File: config.mk
export PLATFORM = sky130hd
export DESIGN_NAME = json_subset_stream_parser
export DESIGN_NICKNAME = d
export VERILOG_FILES = /design/src/jssp_pkg.sv /design/src/jssp_front.sv /design/src/jssp_queue.sv /design/src/jssp_back.sv /design/src/json_subset_stream_parser.sv
export SDC_FILE = /design/constraint.sdc
export NUM_CORES = 1
export LEC_CHECK = 0
export BUFFER_PORTS_ARGS = -buffer_cell sky130_fd_sc_hd__buf_2
export CAP_MARGIN = 20
export CORE_MARGIN = 2
export CORE_UTILIZATION = 63
export CTS_BUF_LIST = sky130_fd_sc_hd__clkbuf_8 sky130_fd_sc_hd__clkbuf_16
export CTS_CLUSTER_SIZE = 20
export DETAILED_ROUTE_END_ITERATION = 8
export HOLD_SLACK_MARGIN = 0.08
export PLACE_DENSITY = 0.81
export SYNTH_ARGS = -nofsm -noshare
export SYNTH_HDL_FRONTEND = slang
export SYNTH_SLANG_ARGS = --single-unit
File: constraint.sdc
create_clock -name i_clk -period 6.8 [get_ports i_clk]
set_input_delay 0.34 -clock i_clk [delete_from_list [all_inputs] [get_ports i_clk]]
set_output_delay 0.34 -clock i_clk [all_outputs]
set_load 0.01 [all_outputs]
File: src/jssp_pkg.sv
// Shared types and constants for the JSON subset stream parser.
// No dependencies; used by every module in src.
`default_nettype none

package jssp_pkg;

    // Parser modes
    typedef enum logic [3:0] {
        M_TOP,
        M_OBJ_FIRST,
        M_OBJ_KEY,
        M_COLON,
        M_VALUE,
        M_OBJ_NEXT,
        M_ARR_FIRST,
        M_ARR_ENTRY,
        M_ARR_NEXT,
        M_STR,
        M_ESC,
        M_HEX,
        M_TAIL,
        M_ERR
    } t_mode;

    // Result events
    typedef enum logic [2:0] {
        EV_BYTE,
        EV_STR_END,
        EV_OBJ_OPEN,
        EV_OBJ_CLOSE,
        EV_ARR_OPEN,
        EV_ARR_CLOSE,
        EV_ERROR,
        EV_DONE
    } t_event;

    // String roles
    localparam logic [1:0] ROLE_KEY   = 2'd0;
    localparam logic [1:0] ROLE_VALUE = 2'd1;
    localparam logic [1:0] ROLE_ENTRY = 2'd2;

    // Error codes
    localparam logic [3:0] ERR_NONE       = 4'd0;
    localparam logic [3:0] ERR_BRACE      = 4'd1;
    localparam logic [3:0] ERR_QUOTE      = 4'd2;
    localparam logic [3:0] ERR_COLON      = 4'd3;
    localparam logic [3:0] ERR_COMMA_BRC  = 4'd4;
    localparam logic [3:0] ERR_COMMA_BRK  = 4'd5;
    localparam logic [3:0] ERR_SYNTAX     = 4'd6;
    localparam logic [3:0] ERR_UNTERM     = 4'd7;
    localparam logic [3:0] ERR_HEX        = 4'd8;
    localparam logic [3:0] ERR_ESCAPE     = 4'd9;
    localparam logic [3:0] ERR_EOF        = 4'd10;
    localparam logic [3:0] ERR_EXTRA      = 4'd11;
    localparam logic [3:0] ERR_DEPTH      = 4'd12;

    // Characters
    localparam logic [7:0] CH_LBRACE = 8'h7B;
    localparam logic [7:0] CH_RBRACE = 8'h7D;
    localparam logic [7:0] CH_LBRACK = 8'h5B;
    localparam logic [7:0] CH_RBRACK = 8'h5D;
    localparam logic [7:0] CH_COLON  = 8'h3A;
    localparam logic [7:0] CH_COMMA  = 8'h2C;
    localparam logic [7:0] CH_QUOTE  = 8'h22;
    localparam logic [7:0] CH_BSLASH = 8'h5C;
    localparam logic [7:0] CH_SLASH  = 8'h2F;
    localparam logic [7:0] CH_B      = 8'h62;
    localparam logic [7:0] CH_F      = 8'h66;
    localparam logic [7:0] CH_N      = 8'h6E;
    localparam logic [7:0] CH_R      = 8'h72;
    localparam logic [7:0] CH_T      = 8'h74;
    localparam logic [7:0] CH_U      = 8'h75;
    localparam logic [7:0] CH_SPACE  = 8'h20;
    localparam logic [7:0] CH_TAB    = 8'h09;
    localparam logic [7:0] CH_LF     = 8'h0A;
    localparam logic [7:0] CH_CR     = 8'h0D;

    // Most results one request can cause
    localparam int MAX_RES = 4;

    // Bundle queue depth between front and back
    localparam int Q_DEPTH = 4;

    typedef struct packed {
        t_event     ev;
        logic [1:0] role;
        logic [7:0] data;
        logic [4:0] depth;
        logic [3:0] code;
    } t_result;

    // All results of one request; cnt is 1..MAX_RES when queued
    typedef struct packed {
        logic [2:0]                 cnt;
        t_result [MAX_RES-1:0]      res;
    } t_bundle;

endpackage

`default_nettype wire

File: src/jssp_front.sv
// Front end: accepts text bytes, runs the parse state machine and builds
// the bundle of results per byte. Depends on jssp_pkg.
`default_nettype none

module jssp_front #(
    parameter int MAX_DEPTH = 16
) (
    input  wire logic             i_clk,
    input  wire logic             i_rst_n,
    input  wire logic             i_fire,
    input  wire logic [7:0]       i_byte,
    input  wire logic             i_last,
    output jssp_pkg::t_bundle     o_bundle,
    output logic                  o_push
);

    localparam int DW = $clog2(MAX_DEPTH + 1) < 1 ? 1 : $clog2(MAX_DEPTH + 1);

    jssp_pkg::t_mode r_mode, n_mode;
    logic [DW-1:0]   r_depth, n_depth;
    logic [1:0]      r_role, n_role;
    logic [1:0]      r_hex, n_hex;
    logic [15:0]     r_rune, n_rune;

    jssp_pkg::t_bundle bnd;
    logic              ws;
    logic              hex_ok;
    logic [3:0]        digit;

    function automatic logic [4:0] dep5(input logic [DW-1:0] d);
        logic [DW+4:0] ext;
        ext = {5'd0, d};
        return ext[4:0];
    endfunction

    function automatic jssp_pkg::t_result mk(input jssp_pkg::t_event ev,
                                             input logic [1:0] role,
                                             input logic [7:0] data,
                                             input logic [DW-1:0] d,
                                             input logic [3:0] code);
        jssp_pkg::t_result r;
        r.ev    = ev;
        r.role  = role;
        r.data  = data;
        r.depth = dep5(d);
        r.code  = code;
        return r;
    endfunction

    function automatic jssp_pkg::t_bundle push(input jssp_pkg::t_bundle b,
                                               input jssp_pkg::t_result r);
        jssp_pkg::t_bundle nb;
        nb = b;
        nb.res[b.cnt[1:0]] = r;
        nb.cnt = b.cnt + 3'd1;
        return nb;
    endfunction

    always_comb begin
        n_mode  = r_mode;
        n_depth = r_depth;
        n_role  = r_role;
        n_hex   = r_hex;
        n_rune  = r_rune;
        bnd     = '0;

        ws = (i_byte == jssp_pkg::CH_SPACE) || (i_byte == jssp_pkg::CH_TAB) ||
             (i_byte == jssp_pkg::CH_LF) || (i_byte == jssp_pkg::CH_CR);

        hex_ok = 1'b1;
        digit  = 4'd0;
        if (i_byte >= 8'h30 && i_byte <= 8'h39) begin
            digit = i_byte[3:0];
        end else if ((i_byte >= 8'h41 && i_byte <= 8'h46) ||
                     (i_byte >= 8'h61 && i_byte <= 8'h66)) begin
            digit = i_byte[3:0] + 4'd9;
        end else begin
            hex_ok = 1'b0;
        end

        case (r_mode)
            jssp_pkg::M_TOP: begin
                if (!ws) begin
                    if (i_byte == jssp_pkg::CH_LBRACE) begin
                        n_depth = DW'(1);
                        n_mode  = jssp_pkg::M_OBJ_FIRST;
                        bnd = push(bnd, mk(jssp_pkg::EV_OBJ_OPEN, jssp_pkg::ROLE_KEY,
                                           8'd0, n_depth, jssp_pkg::ERR_NONE));
                    end else begin
                        n_mode = jssp_pkg::M_ERR;
                        bnd = push(bnd, mk(jssp_pkg::EV_ERROR, jssp_pkg::ROLE_KEY,
                                           8'd0, r_depth, jssp_pkg::ERR_BRACE));
                    end
                end
            end
            jssp_pkg::M_OBJ_FIRST, jssp_pkg::M_OBJ_NEXT: begin
                if (!ws) begin
                    if (i_byte == jssp_pkg::CH_RBRACE) begin
                        if (r_depth != '0) begin
                            n_depth = r_depth - DW'(1);
                        end
                        bnd = push(bnd, mk(jssp_pkg::EV_OBJ_CLOSE, jssp_pkg::ROLE_KEY,
                                           8'd0, n_depth, jssp_pkg::ERR_NONE));
                        n_mode = (n_depth == '0) ? jssp_pkg::M_TAIL : jssp_pkg::M_OBJ_NEXT;
                    end else if (r_mode == jssp_pkg::M_OBJ_FIRST &&
                                 i_byte == jssp_pkg::CH_QUOTE) begin
                        n_role = jssp_pkg::ROLE_KEY;
                        n_mode = jssp_pkg::M_STR;
                    end else if (r_mode == jssp_pkg::M_OBJ_NEXT &&
                                 i_byte == jssp_pkg::CH_COMMA) begin
                        n_mode = jssp_pkg::M_OBJ_KEY;
                    end else begin
                        n_mode = jssp_pkg::M_ERR;
                        bnd = push(bnd, mk(jssp_pkg::EV_ERROR, jssp_pkg::ROLE_KEY, 8'd0,
                                           r_depth,
                                           (r_mode == jssp_pkg::M_OBJ_FIRST) ?
                                           jssp_pkg::ERR_QUOTE : jssp_pkg::ERR_COMMA_BRC));
                    end
                end
            end
            jssp_pkg::M_OBJ_KEY, jssp_pkg::M_ARR_ENTRY: begin
                if (!ws) begin
                    if (i_byte == jssp_pkg::CH_QUOTE) begin
                        n_role = (r_mode == jssp_pkg::M_OBJ_KEY) ?
                                 jssp_pkg::ROLE_KEY : jssp_pkg::ROLE_ENTRY;
                        n_mode = jssp_pkg::M_STR;
                    end else begin
                        n_mode = jssp_pkg::M_ERR;
                        bnd = push(bnd, mk(jssp_pkg::EV_ERROR, jssp_pkg::ROLE_KEY,
                                           8'd0, r_depth, jssp_pkg::ERR_QUOTE));
                    end
                end
            end
            jssp_pkg::M_COLON: begin
                if (!ws) begin
                    if (i_byte == jssp_pkg::CH_COLON) begin
                        n_mode = jssp_pkg::M_VALUE;
                    end else begin
                        n_mode = jssp_pkg::M_ERR;
                        bnd = push(bnd, mk(jssp_pkg::EV_ERROR, jssp_pkg::ROLE_KEY,
                                           8'd0, r_depth, jssp_pkg::ERR_COLON));
                    end
                end
            end
            jssp_pkg::M_VALUE: begin
                if (!ws) begin
                    if (i_byte == jssp_pkg::CH_QUOTE) begin
                        n_role = jssp_pkg::ROLE_VALUE;
                        n_mode = jssp_pkg::M_STR;
                    end else if (i_byte == jssp_pkg::CH_LBRACE) begin
                        if (r_depth >= DW'(MAX_DEPTH)) begin
                            n_mode = jssp_pkg::M_ERR;
                            bnd = push(bnd, mk(jssp_pkg::EV_ERROR, jssp_pkg::ROLE_KEY,
                                               8'd0, r_depth, jssp_pkg::ERR_DEPTH));
                        end else begin
                            n_depth = r_depth + DW'(1);
                            n_mode  = jssp_pkg::M_OBJ_FIRST;
                            bnd = push(bnd, mk(jssp_pkg::EV_OBJ_OPEN, jssp_pkg::ROLE_KEY,
                                               8'd0, n_depth, jssp_pkg::ERR_NONE));
                        end
                    end else if (i_byte == jssp_pkg::CH_LBRACK) begin
                        n_mode = jssp_pkg::M_ARR_FIRST;
                        bnd = push(bnd, mk(jssp_pkg::EV_ARR_OPEN, jssp_pkg::ROLE_KEY,
                                           8'd0, r_depth, jssp_pkg::ERR_NONE));
                    end else begin
                        n_mode = jssp_pkg::M_ERR;
                        bnd = push(bnd, mk(jssp_pkg::EV_ERROR, jssp_pkg::ROLE_KEY,
                                           8'd0, r_depth, jssp_pkg::ERR_SYNTAX));
                    end
                end
            end
            jssp_pkg::M_ARR_FIRST, jssp_pkg::M_ARR_NEXT: begin
                if (!ws) begin
                    if (i_byte == jssp_pkg::CH_RBRACK) begin
                        n_mode = jssp_pkg::M_OBJ_NEXT;
                        bnd = push(bnd, mk(jssp_pkg::EV_ARR_CLOSE, jssp_pkg::ROLE_KEY,
                                           8'd0, r_depth, jssp_pkg::ERR_NONE));
                    end else if (r_mode == jssp_pkg::M_ARR_FIRST &&
                                 i_byte == jssp_pkg::CH_QUOTE) begin
                        n_role = jssp_pkg::ROLE_ENTRY;
                        n_mode = jssp_pkg::M_STR;
                    end else if (r_mode == jssp_pkg::M_ARR_NEXT &&
                                 i_byte == jssp_pkg::CH_COMMA) begin
                        n_mode = jssp_pkg::M_ARR_ENTRY;
                    end else begin
                        n_mode = jssp_pkg::M_ERR;
                        bnd = push(bnd, mk(jssp_pkg::EV_ERROR, jssp_pkg::ROLE_KEY, 8'd0,
                                           r_depth,
                                           (r_mode == jssp_pkg::M_ARR_FIRST) ?
                                           jssp_pkg::ERR_QUOTE : jssp_pkg::ERR_COMMA_BRK));
                    end
                end
            end
            jssp_pkg::M_STR: begin
                if (i_byte == jssp_pkg::CH_QUOTE) begin
                    bnd = push(bnd, mk(jssp_pkg::EV_STR_END, r_role, 8'd0, r_depth,
                                       jssp_pkg::ERR_NONE));
                    if (r_role == jssp_pkg::ROLE_KEY) begin
                        n_mode = jssp_pkg::M_COLON;
                    end else if (r_role == jssp_pkg::ROLE_VALUE) begin
                        n_mode = jssp_pkg::M_OBJ_NEXT;
                    end else begin
                        n_mode = jssp_pkg::M_ARR_NEXT;
                    end
                end else if (i_byte == jssp_pkg::CH_BSLASH) begin
                    n_mode = jssp_pkg::M_ESC;
                end else begin
                    bnd = push(bnd, mk(jssp_pkg::EV_BYTE, r_role, i_byte, r_depth,
                                       jssp_pkg::ERR_NONE));
                end
            end
            jssp_pkg::M_ESC: begin
                n_mode = jssp_pkg::M_STR;
                case (i_byte)
                    jssp_pkg::CH_QUOTE, jssp_pkg::CH_BSLASH, jssp_pkg::CH_SLASH: begin
                        bnd = push(bnd, mk(jssp_pkg::EV_BYTE, r_role, i_byte, r_depth,
                                           jssp_pkg::ERR_NONE));
                    end
                    jssp_pkg::CH_B: begin
                        bnd = push(bnd, mk(jssp_pkg::EV_BYTE, r_role, 8'd8, r_depth,
                                           jssp_pkg::ERR_NONE));
                    end
                    jssp_pkg::CH_F: begin
                        bnd = push(bnd, mk(jssp_pkg::EV_BYTE, r_role, 8'd12, r_depth,
                                           jssp_pkg::ERR_NONE));
                    end
                    jssp_pkg::CH_N: begin
                        bnd = push(bnd, mk(jssp_pkg::EV_BYTE, r_role, 8'd10, r_depth,
                                           jssp_pkg::ERR_NONE));
                    end
                    jssp_pkg::CH_R: begin
                        bnd = push(bnd, mk(jssp_pkg::EV_BYTE, r_role, 8'd13, r_depth,
                                           jssp_pkg::ERR_NONE));
                    end
                    jssp_pkg::CH_T: begin
                        bnd = push(bnd, mk(jssp_pkg::EV_BYTE, r_role, 8'd9, r_depth,
                                           jssp_pkg::ERR_NONE));
                    end
                    jssp_pkg::CH_U: begin
                        n_mode = jssp_pkg::M_HEX;
                        n_hex  = 2'd0;
                        n_rune = 16'd0;
                    end
                    default: begin
                        n_mode = jssp_pkg::M_ERR;
                        bnd = push(bnd, mk(jssp_pkg::EV_ERROR, jssp_pkg::ROLE_KEY,
                                           8'd0, r_depth, jssp_pkg::ERR_ESCAPE));
                    end
                endcase
            end
            jssp_pkg::M_HEX: begin
                if (!hex_ok) begin
                    n_mode = jssp_pkg::M_ERR;
                    bnd = push(bnd, mk(jssp_pkg::EV_ERROR, jssp_pkg::ROLE_KEY,
                                       8'd0, r_depth, jssp_pkg::ERR_HEX));
                end else begin
                    n_rune = {r_rune[11:0], digit};
                    n_hex  = r_hex + 2'd1;
                    if (r_hex == 2'd3) begin
                        // fourth digit: encode as UTF-8
                        n_mode = jssp_pkg::M_STR;
                        if (n_rune[15:7] == '0) begin
                            bnd = push(bnd, mk(jssp_pkg::EV_BYTE, r_role,
                                               {1'b0, n_rune[6:0]}, r_depth,
                                               jssp_pkg::ERR_NONE));
                        end else if (n_rune[15:11] == '0) begin
                            bnd = push(bnd, mk(jssp_pkg::EV_BYTE, r_role,
                                               {3'b110, n_rune[10:6]}, r_depth,
                                               jssp_pkg::ERR_NONE));
                            bnd = push(bnd, mk(jssp_pkg::EV_BYTE, r_role,
                                               {2'b10, n_rune[5:0]}, r_depth,
                                               jssp_pkg::ERR_NONE));
                        end else begin
                            bnd = push(bnd, mk(jssp_pkg::EV_BYTE, r_role,
                                               {4'b1110, n_rune[15:12]}, r_depth,
                                               jssp_pkg::ERR_NONE));
                            bnd = push(bnd, mk(jssp_pkg::EV_BYTE, r_role,
                                               {2'b10, n_rune[11:6]}, r_depth,
                                               jssp_pkg::ERR_NONE));
                            bnd = push(bnd, mk(jssp_pkg::EV_BYTE, r_role,
                                               {2'b10, n_rune[5:0]}, r_depth,
                                               jssp_pkg::ERR_NONE));
                        end
                    end
                end
            end
            jssp_pkg::M_TAIL: begin
                if (!ws) begin
                    n_mode = jssp_pkg::M_ERR;
                    bnd = push(bnd, mk(jssp_pkg::EV_ERROR, jssp_pkg::ROLE_KEY,
                                       8'd0, r_depth, jssp_pkg::ERR_EXTRA));
                end
            end
            jssp_pkg::M_ERR: begin
                // swallow bytes until the last one
            end
            default: begin
                n_mode = jssp_pkg::M_ERR;
                bnd = push(bnd, mk(jssp_pkg::EV_ERROR, jssp_pkg::ROLE_KEY,
                                   8'd0, r_depth, jssp_pkg::ERR_SYNTAX));
            end
        endcase

        if (i_last) begin
            if (n_mode == jssp_pkg::M_TAIL) begin
                bnd = push(bnd, mk(jssp_pkg::EV_DONE, jssp_pkg::ROLE_KEY,
                                   8'd0, n_depth, jssp_pkg::ERR_NONE));
            end else if (n_mode == jssp_pkg::M_STR || n_mode == jssp_pkg::M_ESC ||
                         n_mode == jssp_pkg::M_HEX) begin
                bnd = push(bnd, mk(jssp_pkg::EV_ERROR, jssp_pkg::ROLE_KEY,
                                   8'd0, n_depth, jssp_pkg::ERR_UNTERM));
            end else if (n_mode != jssp_pkg::M_ERR) begin
                bnd = push(bnd, mk(jssp_pkg::EV_ERROR, jssp_pkg::ROLE_KEY,
                                   8'd0, n_depth, jssp_pkg::ERR_EOF));
            end
            n_mode  = jssp_pkg::M_TOP;
            n_depth = '0;
            n_role  = 2'd0;
            n_hex   = 2'd0;
            n_rune  = 16'd0;
        end
    end

    assign o_bundle = bnd;
    assign o_push   = i_fire && (bnd.cnt != 3'd0);

    always_ff @(posedge i_clk) begin
        if (!i_rst_n) begin
            r_mode  <= jssp_pkg::M_TOP;
            r_depth <= '0;
            r_role  <= 2'd0;
            r_hex   <= 2'd0;
            r_rune  <= 16'd0;
        end else if (i_fire) begin
            r_mode  <= n_mode;
            r_depth <= n_depth;
            r_role  <= n_role;
            r_hex   <= n_hex;
            r_rune  <= n_rune;
        end
    end

endmodule

`default_nettype wire

File: src/jssp_queue.sv
// Short bundle queue between the parse front end and the result back end.
// Depends on jssp_pkg.
`default_nettype none

module jssp_queue (
    input  wire logic              i_clk,
    input  wire logic              i_rst_n,
    input  wire logic              i_push,
    input  wire jssp_pkg::t_bundle i_data,
    input  wire logic              i_pop,
    output jssp_pkg::t_bundle      o_head,
    output logic                   o_valid,
    output logic                   o_full
);

    localparam int AW = $clog2(jssp_pkg::Q_DEPTH);
    localparam int CW = $clog2(jssp_pkg::Q_DEPTH + 1);

    jssp_pkg::t_bundle r_slot [jssp_pkg::Q_DEPTH];
    logic [AW-1:0]     r_wptr, r_rptr;
    logic [CW-1:0]     r_count, n_count;

    always_comb begin
        n_count = r_count;
        if (i_push && !i_pop) begin
            n_count = r_count + CW'(1);
        end else if (!i_push && i_pop) begin
            n_count = r_count - CW'(1);
        end
    end

    always_ff @(posedge i_clk) begin
        if (!i_rst_n) begin
            r_wptr  <= '0;
            r_rptr  <= '0;
            r_count <= '0;
        end else begin
            if (i_push) begin
                r_wptr <= r_wptr + AW'(1);
            end
            if (i_pop) begin
                r_rptr <= r_rptr + AW'(1);
            end
            r_count <= n_count;
        end
    end

    always_ff @(posedge i_clk) begin
        if (i_push) begin
            r_slot[r_wptr] <= i_data;
        end
    end

    assign o_head  = r_slot[r_rptr];
    assign o_valid = (r_count != '0);
    assign o_full  = (r_count == CW'(jssp_pkg::Q_DEPTH));

endmodule

`default_nettype wire

File: src/jssp_back.sv
// Back end: walks through the results of the head bundle, one per
// accepted output request, and retires the bundle. Depends on jssp_pkg.
`default_nettype none

module jssp_back (
    input  wire logic              i_clk,
    input  wire logic              i_rst_n,
    input  wire jssp_pkg::t_bundle i_head,
    input  wire logic              i_head_valid,
    input  wire logic              i_out_ready,
    output logic                   o_pop,
    output logic                   o_valid,
    output logic [2:0]             o_event_res,
    output logic [1:0]             o_role,
    output logic [7:0]             o_out_byte,
    output logic [4:0]             o_depth,
    output logic [3:0]             o_error_code,
    output logic                   o_run_end
);

    logic [1:0]        r_sub;
    jssp_pkg::t_result cur;
    logic              last_res;

    assign cur      = i_head.res[r_sub];
    assign last_res = (({1'b0, r_sub} + 3'd1) == i_head.cnt);

    assign o_valid      = i_head_valid;
    assign o_event_res  = cur.ev;
    assign o_role       = cur.role;
    assign o_out_byte   = cur.data;
    assign o_depth      = cur.depth;
    assign o_error_code = cur.code;
    assign o_run_end    = last_res;
    assign o_pop        = i_head_valid && i_out_ready && last_res;

    always_ff @(posedge i_clk) begin
        if (!i_rst_n) begin
            r_sub <= 2'd0;
        end else if (i_head_valid && i_out_ready) begin
            r_sub <= last_res ? 2'd0 : r_sub + 2'd1;
        end
    end

endmodule

`default_nettype wire

File: src/json_subset_stream_parser.sv
// Top level of the JSON subset stream parser: front end, bundle queue and
// back end. Depends on jssp_pkg, jssp_front, jssp_queue and jssp_back.
//
// Usage:
//  - Input channel (i_in_valid / o_in_ready): one text byte per request,
//    with i_is_last set on the final byte of a text.
//  - Output channel (o_out_valid / i_out_ready): one result per request;
//    o_run_end marks the last result caused by an input byte. A byte may
//    cause zero to four results.
//  - Results are registered: a byte's results pass through the bundle
//    queue (one register stage) before they are visible on the output.
//  - Throughput: one byte per cycle while each byte causes at most one
//    result; a byte with n results occupies the back end for n requests.
//    Sustained rate: the back end's drain, one result per ready cycle.
//  - The bundle queue holds four bytes' worth of results; o_in_ready drops
//    only when it is full, so a stalled receiver stalls the input after
//    four pending bytes with results. Nothing is dropped.
//  - Reset clears the parser to expect the opening brace and empties the
//    queue. After the last byte of a text the parser returns to that state.
//  - After an error, bytes produce nothing, the last byte included.
`default_nettype none

module json_subset_stream_parser #(
    parameter int MAX_DEPTH = 16
) (
    input  wire logic       i_clk,
    input  wire logic       i_rst_n,
    input  wire logic       i_in_valid,
    output logic            o_in_ready,
    input  wire logic [7:0] i_in_byte,
    input  wire logic       i_is_last,
    output logic            o_out_valid,
    input  wire logic       i_out_ready,
    output logic [2:0]      o_event_res,
    output logic [1:0]      o_role,
    output logic [7:0]      o_out_byte,
    output logic [4:0]      o_depth,
    output logic [3:0]      o_error_code,
    output logic            o_run_end
);

    jssp_pkg::t_bundle front_bundle;
    jssp_pkg::t_bundle head_bundle;
    logic              front_push;
    logic              in_fire;
    logic              q_valid;
    logic              q_full;
    logic              q_pop;

    // Ready depends only on queue occupancy, never on the receiver.
    assign o_in_ready = !q_full;
    assign in_fire    = i_in_valid && o_in_ready;

    jssp_front #(
        .MAX_DEPTH (MAX_DEPTH)
    ) u_front (
        .i_clk    (i_clk),
        .i_rst_n  (i_rst_n),
        .i_fire   (in_fire),
        .i_byte   (i_in_byte),
        .i_last   (i_is_last),
        .o_bundle (front_bundle),
        .o_push   (front_push)
    );

    // Only bytes that cause results take a slot.
    jssp_queue u_queue (
        .i_clk   (i_clk),
        .i_rst_n (i_rst_n),
        .i_push  (front_push),
        .i_data  (front_bundle),
        .i_pop   (q_pop),
        .o_head  (head_bundle),
        .o_valid (q_valid),
        .o_full  (q_full)
    );

    jssp_back u_back (
        .i_clk        (i_clk),
        .i_rst_n      (i_rst_n),
        .i_head       (head_bundle),
        .i_head_valid (q_valid),
        .i_out_ready  (i_out_ready),
        .o_pop        (q_pop),
        .o_valid      (o_out_valid),
        .o_event_res  (o_event_res),
        .o_role       (o_role),
        .o_out_byte   (o_out_byte),
        .o_depth      (o_depth),
        .o_error_code (o_error_code),
        .o_run_end    (o_run_end)
    );

    // Error and done are always the final result of their byte.
    a_term_is_run_end: assert property (@(posedge i_clk) disable iff (!i_rst_n)
        o_out_valid && (o_event_res == jssp_pkg::EV_ERROR ||
                        o_event_res == jssp_pkg::EV_DONE) |-> o_run_end)
        else $error("error/done result not at end of run");

    // A nonzero code appears exactly on error results.
    a_code_on_error: assert property (@(posedge i_clk) disable iff (!i_rst_n)
        o_out_valid |-> ((o_event_res == jssp_pkg::EV_ERROR) ==
                         (o_error_code != jssp_pkg::ERR_NONE)))
        else $error("error code mismatch with event");

    // Role is only carried by string events.
    a_role_on_string: assert property (@(posedge i_clk) disable iff (!i_rst_n)
        o_out_valid && o_event_res != jssp_pkg::EV_BYTE &&
        o_event_res != jssp_pkg::EV_STR_END |-> o_role == jssp_pkg::ROLE_KEY)
        else $error("role set on non-string result");

endmodule

`default_nettype wire

==> results of run 1 <==
kinds of logic (layout without fill, tap and decap cells):
group           Yosys count  after routing  share of synthesized area
simple gates            316            316                      0.115
fa+ha+maj                19             19                     0.0160
compound gates          210            210                     0.0941
flops                   324            324                      0.611
buf+inv                 100            140                     0.0273
mux                      96             96                      0.129
xor+xnor                 14             14                    0.00799
state kept, by name (all words and copies together) (netlist names), 3 cells and up, named ones only:
register,cells
u_front.r_mode,4
u_queue.r_slot,288
u_front.r_rune,12
u_front.r_depth,5
u_queue.r_count,3
stage by stage:
| step | cell area, um2 | hold slack (ns) | std cells | power, uW |
|---|---|---|---|---|
| after floorplan | 15300 | 0.445 | 1079 | 3560 |
| after global placement | 15700 | 0.456 | 1386 | 3930 |
| after detailed placement | 15700 | 0.466 | 1386 | 3990 |
| after CTS | 16700 | 0.267 | 1442 | 5590 |
| after global routing | 16700 | 0.313 | 1443 | 5770 |
| final | 16700 | 0.274 | 1443 | 5580 |
cells in the mapped netlist (all sizes together) (4+ instances only):
master | number | area [um2]
edfxtp | 288 | 8650
mux4 | 80 | 1800
nand2 | 72 | 270
nor2 | 52 | 198
o21ai | 44 | 224
a21oi | 43 | 230
clkbuf | 36 | 135
dfxtp | 36 | 721
nand3 | 36 | 190
inv | 33 | 124
buf | 30 | 156
nor3 | 25 | 153
and2 | 24 | 153
nor2b | 20 | 125
ha | 18 | 225
a21boi | 15 | 113
and3 | 15 | 93.8
mux2i | 14 | 153
o22ai | 13 | 81.3
a22oi | 11 | 82.6
nand4 | 11 | 68.8
nor4 | 11 | 81.3
nor3b | 10 | 75.1
a31oi | 9 | 62.6
xnor2 | 9 | 78.8
nand3b | 8 | 60.1
a211oi | 7 | 52.6
a21o | 6 | 52.6
o21bai | 6 | 48.8
or3 | 6 | 42.5
a32oi | 5 | 43.8
nand2b | 5 | 31.3
o21a | 5 | 37.5
o2bb2ai | 5 | 43.8
or3b | 5 | 43.8
xor2 | 5 | 43.8
a221oi | 4 | 35.0
o211ai | 4 | 30.0
or4b | 4 | 43.8
area by class of cell:
class | count | area, um2 | area share
clock buffer | 33 | 803 | 0.0481
tap | 324 | 405 | 0.0243
multi-input combinational | 655 | 5560 | 0.333
inverter | 34 | 128 | 0.00765
clock inverter | 23 | 130 | 0.00780
timing repair buffer | 50 | 280 | 0.0168
sequential | 324 | 9380 | 0.562
power by group through the flow:
| stage | Combinational (uW) | Clock [uW] | Sequential, uW |
|---|---|---|---|
| after floorplan | 953 | 0 | 2600 |
| after global placement | 1300 | 0 | 2630 |
| after detailed placement | 1330 | 0 | 2660 |
| after CTS | 1350 | 1600 | 2640 |
| after global routing | 1440 | 1670 | 2660 |
| final | 1350 | 1600 | 2640 |
final timing paths:
check | endpoint | depth (start not counted)
worst max-delay path | u_queue.r_slot[0][34] | 13
worst min-delay path | u_back.r_sub[1] | 4
worst min register to register | u_front.r_hex[1] | 2
worst max register to register | u_queue.r_slot[0][34] | 13
critical path, stage by stage (launching register included):
cell	delay, ns
dfxtp_1	0.88
nor2b_1	0.36
nand3_1	0.21
a21oi_1	0.33
inv_2	0.08
nor2_2	0.21
nand2_1	0.18
inv_1	0.35
ha_1	0.26
inv_1	0.06
a31o_1	0.22
mux2i_4	0.28
and2_4	0.90
buf_4	0.26
layer usage:
layer  track usage  up-vias
met5             0        -
met4        0.0835        0
met3        0.0470       91
met2         0.500      595
met1         0.427     4975
li1              -     4281
==> summary.md, run 1 <==
| Metric | Value |
|---|---|
| Rows | 57 |
| Post-Syn Nets | 1111 |
| Clk network pwr share | 0.286 |
| Status | complete, no violations |
| Reg2Reg Launch Point | u_front.r_mode[3] |
| Setup ws final | 1.85 ns |
| Mapped Cells | 1079 |
| Combinational share of power | 0.242 |
| Internal power | 3960 uW |
| Final estimated routing congestion in global placement | 0.988 |
| Startpoint Class | register |
| Pre-CTS setup slack | 1.78 ns |
| Hold path startpoint | i_out_ready |
| TritonCTS clock tree | done |
| Syn avg cell area | 14.2 um2 |
| Pre-antenna DRT Iters | 5 |
| Pwr dens | 335 mW/mm2 |
| Initial antenna violation count | 1 |
| GRT Total Usage | 0.303 |
| H-tree lvl count | 1 |
| Post-detail-place hpwl | 23.7 mm |
| Switching share of power | 0.292 |
| DR iter-0 viols | 1328 |
| Top_reg_cell synth | edfxtp_1 |
| Die Wd | 160 um |
| Die area | 0.0256 mm2 |
| Ys async rst share | 0 |
| Sink Count | 324 |
| Sequential power share | 0.472 |
| CTS clk-pin slew, worst paths | 0.07 ns |
| Number of setup buffers added after CTS | 0 |
| Congestion Overflow GR | 0 |
| Clock buffer depth | 3 |
| Root Driver | clkbuf_16 |
| Met2 wire length | 18.9 mm |
| Minimum clock period | 4.95 ns |
| Largest net degree at the start of global routing | 73 |
| CP endpoint kind | register |
| Setup Skew | 0.0144 ns |
| Internal reg-to-reg setup slack | 1.85 ns |
| Cts-stage hold buffer count | 0 |
| DRC viols | 0 |
| Setup crit start | u_front.r_mode[3] |
| Core area | 0.0241 mm2 |
| Layout cell share with drive strength beyond 1 | 0.188 |
| Slew @ Worst Pin | 1.12 ns |
| Detailed route wirelength on metal3 | 3.48 mm |
| Fin util | 0.692 |
| Final Cycle Share | 0.728 |
| Slew Limit Fails | 0 |
| # diodes | 0 |
| Crit Path Category | reg -> reg |
| WP data arrival | 5.21 ns |
| Seq/Total Area, Yosys | 0.611 |
| Synthesized cell area | 0.0153 mm2 |
| Clock Latency Late Sink | 0.55 ns |
| Die Span Y | 160 um |
| Average wire per standard cell | 26.6 um |
| Post-synth EDFFs | 288 |
| Final Hold Fails | 0 |
| Worst-path fanout max | 72 |
| Leak Pwr | 0.00562 uW |
| Critical Path RT | 7.06 ns |
| Ports | 38 |
| TNS Setup | 0 ns |
| Routed wire length | 38.4 mm |
| Psw | 1630 uW |
| FF+latch count, synth | 324 |
| Synth cell types | 98 |
| Vias | 9942 |
| Fmax | 202 MHz |
| Metal1 wirelength | 14.9 mm |
| First-pass GRT wire length | 58.9 mm |
| Max-Cap Viols | 0 |
| Max IR drop VDD | 0.000222 V |
| FILL cells | 1591 |
| Final setup vio count | 0 |
| # nets final | 1127 |
| Ys Warns | 0 |
| Vias in the first global route | 9878 |
| Most common cell after layout, fill and taps aside | edfxtp_1 |
| Commonest non-fill, non-tap cells in the layout | 288 x edfxtp_1, 80 x mux4_2, 72 x nand2_1, 51 x nor2_1, 43 x inv_1 |
| CTS resizes | 0 |
| Area grow syn2layout | 8.77% |
| Initial Util | 0.636 |
| Port Buffers | 37 |
| Slew margin rel. | 0.250 |
| CTS Buf Count | 30 |
| Post-route ant nets | 0 |
| Hold Path Class | in -> reg |
| Vias per Instance | 6.89 |
| RSZ-0062 raised after global routing | no |
| Highest Signal Layer | met4 |
No activity file was read; power rests on OpenSTA's default activity.
==> run 2: changes to the inputs <==
Settings changed: ABC_AREA set to 1, CORE_UTILIZATION 63 to 57, PLACE_DENSITY 0.81 to 0.78.
Clock period 6.8 ns to 4.05 ns, I/O delays scaled along.
==> summary.md, run 2 <==
| Metric | Value |
|---|---|
| FF-to-FF End | u_queue.r_count[2] (was u_queue.r_slot[0][34]) |
| Final setup vio count | 0 (unchanged) |
| GRT Total Usage | 0.288 (was 0.303) |
| CP endpoint kind | register (unchanged) |
| Critical Path RT | 4.48 ns (was 7.06 ns) |
| Root Driver | clkbuf_16 (unchanged) |
| Area grow syn2layout | 10.7% (was 8.77%) |
| Hold path startpoint | i_in_byte[7] (was i_out_ready) |
| Max-Cap Viols | 0 (unchanged) |
| Crit Path Category | reg -> reg (unchanged) |
| Clk network pwr share | 0.261 (was 0.286) |
| Largest Register | u_queue.r_slot (unchanged) |
| DR iter-0 viols | 1684 (was 1328) |
| Slew Limit Fails | 0 (unchanged) |
| Placed Area | 0.0162 mm2 (was 0.0157 mm2) |
| Hold WS | 0.268 ns (was 0.274 ns) |
| Sink Count | 324 (unchanged) |
| Minimum clock period | 3.71 ns (was 4.95 ns) |
| Largest net degree at the start of global routing | 83 (was 73) |
| Vias in the first global route | 11500 (was 9878) |
| Commonest non-fill, non-tap cells in the layout | 288 x edfxtp_1, 249 x nor2_1, 233 x nand2_1, 189 x o21ai_0, 115 x inv_1 (was 288 x edfxtp_1, 80 x mux4_2, 72 x nand2_1, 51 x nor2_1, 43 x inv_1) |
| Synthesized cell area | 0.0155 mm2 (was 0.0153 mm2) |
| FF+latch count, synth | 324 (unchanged) |
| Core area | 0.0268 mm2 (was 0.0241 mm2) |
| Mapped Cells | 1575 (was 1079) |
| Port Buffers | 37 (unchanged) |
| Post-synth EDFFs | 288 (unchanged) |
| Number of setup buffers added after CTS | 0 (unchanged) |
| Rows | 60 (was 57) |
| Final estimated routing congestion in global placement | 0.924 (was 0.988) |
| Seq/Total Area, Yosys | 0.605 (was 0.611) |
| Initial Util | 0.578 (was 0.636) |
| Routed wire length | 40.9 mm (was 38.4 mm) |
| Largest cells by area after synthesis | edfxtp_1 56%, nor2_1 6.2%, o21ai_0 6.1%, nand2_1 5.6%, dfxtp_1 4.7% (was edfxtp_1 56%, mux4_2 12%, dfxtp_1 4.7%, nand2_1 1.8%, ha_1 1.5%) |
| Vias per Instance | 6.16 (was 6.89) |
| Leak Pwr | 0.00647 uW (was 0.00562 uW) |
| Internal power | 6440 uW (was 3960 uW) |
| Post-synth top area share | 0.558 (was 0.564) |
| Slew margin rel. | 0.263 (was 0.250) |
| Setup crit start | u_front.r_mode[1] (was u_front.r_mode[3]) |
| Syn avg cell area | 9.83 um2 (was 14.2 um2) |
| Post-detail-place hpwl | 26.9 mm (was 23.7 mm) |
| Clock Latency Late Sink | 0.56 ns (was 0.55 ns) |
| # diodes | 0 (unchanged) |
| CTS clk-pin slew, worst paths | 0.06 ns (was 0.07 ns) |
| Post-route design area | 0.0171 mm2 (was 0.0167 mm2) |
| Ys async rst share | 0 (unchanged) |
| RSZ-0062 raised after global routing | no (unchanged) |
| Clock buffer depth | 3 (unchanged) |
| Final Cycle Share | 0.915 (was 0.728) |
| Worst hold path depth | 3 (was 4) |
| # nets final | 1649 (was 1127) |
| Setup ws final | 0.345 ns (was 1.85 ns) |
| Ys Warns | 0 (unchanged) |
| First-pass GRT wire length | 63.7 mm (was 58.9 mm) |
| Combinational share of power | 0.289 (was 0.242) |
| Sequential power share | 0.450 (was 0.472) |
| Layout cell share with drive strength beyond 1 | 0.125 (was 0.188) |
| Post-route ant nets | 0 (unchanged) |
| Average wire per standard cell | 20.7 um (was 26.6 um) |
| Setup Skew | 0.0207 ns (was 0.0144 ns) |
| DRC viols | 0 (unchanged) |
| Final Non-Filler Cells | 1978 (was 1443) |
| Congestion Overflow GR | 0 (unchanged) |
| Worst-path fanout max | 8 (was 72) |
| Max reg flops | 288 (unchanged) |
| Largest regs | u_queue.r_slot: 288 flops, u_front.r_rune: 12 flops, u_front.r_depth: 5 flops (unchanged) |
| Fmax | 270 MHz (was 202 MHz) |
| Initial antenna violation count | 0 (was 1) |
| Hold EP | u_queue.r_slot[1][16] (was u_back.r_sub[1]) |
| Fin util | 0.639 (was 0.692) |
| Ports | 38 (unchanged) |
| Final Hold Fails | 0 (unchanged) |
| R2R depth | 23 (was 13) |
| Status | complete, no violations (unchanged) |
| Internal reg-to-reg setup slack | 0.34 ns (was 1.85 ns) |
| Synth cell types | 54 (was 98) |
| Reg2Reg Launch Point | u_front.r_mode[1] (was u_front.r_mode[3]) |
| H-tree lvl count | 1 (unchanged) |
| Synth top cells by count | 288 x edfxtp_1, 254 x nor2_1, 233 x nand2_1, 189 x o21ai_0, 107 x inv_1 (was 288 x edfxtp_1, 80 x mux4_2, 72 x nand2_1, 51 x nor2_1, 42 x o21ai_0) |
| Top_reg_cell synth | edfxtp_1 (unchanged) |
| Count leader, synth | edfxtp_1 (unchanged) |
| Hold Path Class | in -> reg (unchanged) |
| TritonCTS clock tree | done (unchanged) |
| Pre-antenna DRT Iters | 5 (unchanged) |
| Pre-CTS setup slack | 0.132 ns (was 1.78 ns) |
| Slew @ Worst Pin | 1.10 ns (was 1.12 ns) |
| Max IR drop VDD | 0.000335 V (was 0.000222 V) |
| Post-synth top area cell | edfxtp_1 (unchanged) |
| Pwr dens | 569 mW/mm2 (was 335 mW/mm2) |
| Switching share of power | 0.339 (was 0.292) |
| Most common cell after layout, fill and taps aside | edfxtp_1 (unchanged) |
| Dpl cells | 1923 (was 1386) |
| WP data arrival | 4.14 ns (was 5.21 ns) |
| Post-Syn Nets | 1607 (was 1111) |
| Vias | 12200 (was 9942) |
| Psw | 3310 uW (was 1630 uW) |
| Die Span Y | 169 um (was 160 um) |
| Startpoint Class | register (unchanged) |
| Die Wd | 169 um (was 160 um) |
| Die area | 0.0285 mm2 (was 0.0256 mm2) |
| CTS Buf Count | 31 (was 30) |
-- run 2: changes by cell type after synthesis, sizes merged, moves of 24 or more --
cell / previous run / this run
nor2: 52 / 272
nand2: 72 / 255
o21ai: 44 / 195
inv: 33 / 129
mux4: 80 / 0
o22ai: 13 / 83
nand3: 36 / 66
and2: 24 / 0
-- run 2: routing by layer --
| metal | routed length [um] | vias up | track usage |
|---|---|---|---|
| met2 | 19300 | 632 | 0.473 |
| met1 | 16700 | 5816 | 0.403 |
| met3 | 3750 | 94 | 0.0388 |
| met5 | 0 | - | 0 |
| li1 | - | 5636 | - |
| met4 | 1130 | 0 | 0.0873 |
-- run 2: layout make-up --
class / instances / area [um2]
inverter: 133 / 507
timing repair buffer: 83 / 623
clock buffer: 31 / 776
sequential: 324 / 9380
tap: 341 / 427
fill: 2084 / 9660
multi-input combinational: 1044 / 5330
clock inverter: 22 / 103
-- run 2: timing repair --
action	4_1_cts	5_1_grt
endpoints found under the hold margin	13	0
resized for setup	0	3
hold buffers	2	0
endpoints found under the setup margin	0	1
-- run 2: worst max-delay path by stage --
stage / end / slack (ns)
final: u_queue.r_count[2] / 0.34
after global routing: u_queue.r_count[2] / 0.02
after CTS: u_queue.r_count[2] / 0.32
after detailed placement: u_queue.r_count[2] / 0.13
after global placement: u_queue.r_count[2] / 0.21
after floorplan: u_queue.r_slot[0][0] / -0.55
-- run 2: critical path: stages (launching register included) --
cell	delay (ns)
dfxtp_1	0.47
nand2_1	0.20
nor2_4	0.20
inv_1	0.09
nor2_1	0.18
inv_1	0.08
nor2_2	0.23
inv_2	0.10
nor2_4	0.12
buf_4	0.16
ha_1	0.15
nand2_1	0.10
inv_1	0.10
nand2_2	0.06
nand3_1	0.10
nor2_2	0.05
nor2_4	0.14
ha_1	0.17
inv_1	0.06
fa_1	0.37
a21oi_1	0.14
o21ai_0	0.10
o21ai_0	0.16
a21oi_1	0.06
-- run 2: through the flow --
| stage | total power, uW | TNS, ns |
|---|---|---|
| 2_1_floorplan | 6160 | -158.72 |
| 3_3_place_gp | 7150 | 0 |
| 3_5_place_dp | 7220 | 0 |
| 4_1_cts | 9740 | 0 |
| 5_1_grt | 10200 | 0 |
| 6_report | 9750 | 0 |
-- run 2: kinds of logic after synthesis --
family	synth area share
flip-flops	0.605
buffers and inverters	0.0536
XOR/XNOR	0.00452
adder cells (fa/ha/maj)	0.0158
AND/OR/NAND/NOR	0.182
AO/OA/AOI/OAI	0.139
-- run 2: power groups by stage --
stage | logic (uW) | registers (uW) | clock network, uW
after floorplan | 1770 | 4390 | 0
after global placement | 2730 | 4420 | 0
after detailed placement | 2780 | 4440 | 0
after CTS | 2800 | 4380 | 2560
after global routing | 3090 | 4430 | 2680
final | 2820 | 4390 | 2550
==> run 3: changes to the inputs <==
Settings changed: CORE_UTILIZATION 57 to 58, SYNTH_HIERARCHICAL set to 1.
==> summary.md, run 3 <==
| Metric | Value |
|---|---|
| Max IR drop VDD | 0.000321 V (was 0.000335 V) |
| Critical Path End | u_queue/r_count[2] (was u_queue.r_count[2]) |
| CP endpoint kind | register (unchanged) |
| Largest cells by area after synthesis | edfxtp_1 57%, o21ai_0 6.8%, nor2_1 6.6%, nand2_1 3.8%, o22ai_1 3.8% (was edfxtp_1 56%, nor2_1 6.2%, o21ai_0 6.1%, nand2_1 5.6%, dfxtp_1 4.7%) |
| # nets final | 1962 (was 1649) |
| Core area | 0.0326 mm2 (was 0.0268 mm2) |
| First-pass GRT wire length | 80.6 mm (was 63.7 mm) |
| DRC viols | 0 (unchanged) |
| Clock Latency Late Sink | 0.54 ns (was 0.56 ns) |
| Pwr Total | 12300 uW (was 9750 uW) |
| Final Hold Fails | 0 (unchanged) |
| Top_reg_cell synth | edfxtp_1 (unchanged) |
| Final estimated routing congestion in global placement | 1.00 (was 0.924) |
| # diodes | 0 (unchanged) |
| Most common cell after layout, fill and taps aside | edfxtp_1 (unchanged) |
| Synth top cells by count | 364 x edfxtp_1, 337 x nor2_1, 263 x o21ai_0, 197 x nand2_1, 116 x o22ai_1 (was 288 x edfxtp_1, 254 x nor2_1, 233 x nand2_1, 189 x o21ai_0, 107 x inv_1) |
| Internal reg-to-reg setup slack | 0.41 ns (was 0.34 ns) |
| Final Cycle Share | 0.899 (was 0.915) |
| Ys async rst share | 0 (unchanged) |
| Vias | 14800 (was 12200) |
| CTS clk-pin slew, worst paths | 0.05 ns (was 0.06 ns) |
| R2R depth | 24 (was 23) |
| Fmax | 275 MHz (was 270 MHz) |
| Pre-antenna DRT Iters | 5 (unchanged) |
| Setup crit start | u_front/r_mode[0] (was u_front.r_mode[1]) |
| Final setup vio count | 0 (unchanged) |
| Count leader, synth | edfxtp_1 (unchanged) |
| Internal power | 8230 uW (was 6440 uW) |
| Setup Skew | 0.0246 ns (was 0.0207 ns) |
| Congestion Overflow GR | 0 (unchanged) |
| Combinational share of power | 0.273 (was 0.289) |
| Mapped Cells | 1890 (was 1575) |
| Commonest non-fill, non-tap cells in the layout | 364 x edfxtp_1, 334 x nor2_1, 263 x o21ai_0, 194 x nand2_1, 116 x o22ai_1 (was 288 x edfxtp_1, 249 x nor2_1, 233 x nand2_1, 189 x o21ai_0, 115 x inv_1) |
| Post-synth top area share | 0.568 (was 0.558) |
| FILL cells | 2449 (was 2084) |
| Clock buffer depth | 3 (unchanged) |
| DR iter-0 viols | 1566 (was 1684) |
| Port Buffers | 37 (unchanged) |
| Max-Cap Viols | 0 (unchanged) |
| Post-route ant nets | 0 (unchanged) |
| Sequential power share | 0.440 (was 0.450) |
| Initial Util | 0.590 (was 0.578) |
| Hold path startpoint | i_rst_n (was i_in_byte[7]) |
| Average wire per standard cell | 21.9 um (was 20.7 um) |
| Vias in the first global route | 14100 (was 11500) |
| TritonCTS clock tree | done (unchanged) |
| Cts-stage hold buffer count | 0 (was 2) |
| Slew @ Worst Pin | 0.974 ns (was 1.10 ns) |
| Fin util | 0.650 (was 0.639) |
| TNS Setup | 0 ns (unchanged) |
| Ys Warns | 6 (was 0) |
| Largest Register | u_queue/r_slot (was u_queue.r_slot) |
| Slew Limit Fails | 0 (unchanged) |
| Hold Path Class | in -> reg (unchanged) |
| H-tree lvl count | 2 (was 1) |
| Startpoint Class | register (unchanged) |
| Minimum clock period | 3.64 ns (was 3.71 ns) |
| Post-synth top area cell | edfxtp_1 (unchanged) |
| Largest net degree at the start of global routing | 91 (was 83) |
| Switching share of power | 0.333 (was 0.339) |
| Rows | 66 (was 60) |
| Syn avg cell area | 10.2 um2 (was 9.83 um2) |
| Slew margin rel. | 0.348 (was 0.263) |
| Crit Path Category | reg -> reg (unchanged) |
| Vias per Instance | 6.15 (was 6.16) |
| Die Span Y | 186 um (was 169 um) |
| Setup ws final | 0.410 ns (was 0.345 ns) |
| CTS Buf Count | 41 (was 31) |
| Final Non-Filler Cells | 2404 (was 1978) |
| WP data arrival | 4.06 ns (was 4.14 ns) |
| Pwr dens | 582 mW/mm2 (was 569 mW/mm2) |
| Dpl cells | 2328 (was 1923) |
| Sink Count | 400 (was 324) |
| Synth cell types | 56 (was 54) |
| FF-to-FF End | u_queue/r_count[2] (was u_queue.r_count[2]) |
| Clk network pwr share | 0.287 (was 0.261) |
| Post-synth EDFFs | 364 (was 288) |
| RSZ-0062 raised after global routing | no (unchanged) |
| Psw | 4110 uW (was 3310 uW) |
| FF+latch count, synth | 400 (was 324) |
| Largest regs | u_queue/r_slot: 364 flops, u_front/r_rune: 12 flops, u_front/r_depth: 5 flops (was u_queue.r_slot: 288 flops, u_front.r_rune: 12 flops, u_front.r_depth: 5 flops) |
| Critical Path RT | 4.47 ns (was 4.48 ns) |
| GRT Total Usage | 0.307 (was 0.288) |
| Worst-path fanout max | 8 (unchanged) |
| Max reg flops | 364 (was 288) |
| Status | complete, no violations (unchanged) |
| Ports | 38 (unchanged) |
| Die area | 0.0346 mm2 (was 0.0285 mm2) |
| Leak Pwr | 0.00781 uW (was 0.00647 uW) |
| Seq/Total Area, Yosys | 0.606 (was 0.605) |
| Synthesized cell area | 0.0192 mm2 (was 0.0155 mm2) |
| Routed wire length | 52.8 mm (was 40.9 mm) |
| Initial antenna violation count | 0 (unchanged) |
| Layout cell share with drive strength beyond 1 | 0.148 (was 0.125) |
| Die Wd | 186 um (was 169 um) |
| Root Driver | clkbuf_16 (unchanged) |
| Area grow syn2layout | 10.2% (was 10.7%) |
| Reg2Reg Launch Point | u_front/r_mode[0] (was u_front.r_mode[1]) |
| Post-detail-place hpwl | 35.2 mm (was 26.9 mm) |
| Pre-CTS setup slack | 0.288 ns (was 0.132 ns) |
-- run 3: changes by cell type in the layout (fill, tap and decap cells not counted), moves of 22 or more --
cell | before | now
nand2_1 | 233 | 194
edfxtp_1 | 288 | 364
nor2_1 | 249 | 334
o21ai_0 | 189 | 263
nand3_1 | 61 | 83
o22ai_1 | 83 | 116
-- run 3: kinds of logic (layout without fill, tap and decap cells) --
| group | after synthesis | after routing | synth area share |
|---|---|---|---|
| other | 1 | 12 | 0.000195 |
| AND/OR/NAND/NOR | 720 | 720 | 0.168 |
| XOR/XNOR | 4 | 4 | 0.00182 |
| AO/OA/AOI/OAI | 495 | 495 | 0.144 |
| buffers and inverters | 251 | 312 | 0.0679 |
| adder cells (fa/ha/maj) | 19 | 19 | 0.0127 |
| flip-flops | 400 | 400 | 0.606 |
-- run 3: area by class of cell --
cell class / instances / area [um2] / share of cell area
clock buffers: 45 / 1090 / 0.0515
clock inverters: 30 / 190 / 0.00897
inverters: 137 / 547 / 0.0258
multi-input cells: 1250 / 6370 / 0.300
flip-flops and latches: 400 / 11700 / 0.550
well taps: 442 / 553 / 0.0261
repair buffers: 100 / 796 / 0.0375
-- run 3: worst min path at each step --
stage	end	slack, ns	cells past startpoint
2_1_floorplan	u_queue/r_count[2]	0.32	2
3_3_place_gp	register	0.42	1
3_5_place_dp	register	0.43	1
4_1_cts	u_queue/r_count[2]	0.1	3
5_1_grt	u_queue/r_count[2]	0.12	3
6_report	u_queue/r_count[2]	0.12	3
-- run 3: repair_timing --
| action | 4_1_cts | 5_1_grt |
|---|---|---|
| gates resized for setup | 0 | 1 |
| endpoints found under the setup margin | 0 | 2 |
| hold endpoints to repair | 0 | 0 |
| buffers inserted | 0 | 1 |
-- run 3: power by group through the flow --
stage | Clock, uW | Combinational, uW | Sequential (uW)
CTS | 3580 | 3360 | 5430
floorplan | 0 | 2220 | 5430
global route | 3740 | 3680 | 5470
finish | 3540 | 3380 | 5430
detailed placement | 0 | 3320 | 5510
global placement | 0 | 3250 | 5480
-- run 3: metrics by stage --
step	hold WS, ns	instance area [um2]
after global routing	0.120	21200
after detailed placement	0.427	19900
after CTS	0.0970	21200
after global placement	0.422	19900
final	0.121	21200
after floorplan	0.324	19300
-- run 3: critical path, stage by stage, from the launching register on --
cell and delay, ns:
dfxtp_1 0.47, nand2_2 0.15, nor2_4 0.19, inv_2 0.07, nor2_1 0.18, inv_1 0.10, nor2_4 0.19, inv_2 0.11
nor2_4 0.22, inv_2 0.08, ha_1 0.29, inv_1 0.06, nand3_1 0.09, nand3_1 0.10, nor2_1 0.05, nor2_2 0.20
ha_1 0.20, inv_1 0.06, fa_1 0.39, inv_1 0.07, nand2_1 0.06, nand3_1 0.07, nand2_1 0.05, inv_1 0.04
nor2_1 0.04
-- run 3: per-layer routing --
layer,global-route usage,wire (um)
met1,0.419,20800
met2,0.502,25300
met3,0.0538,5060
met4,0.107,1610
met5,0,0
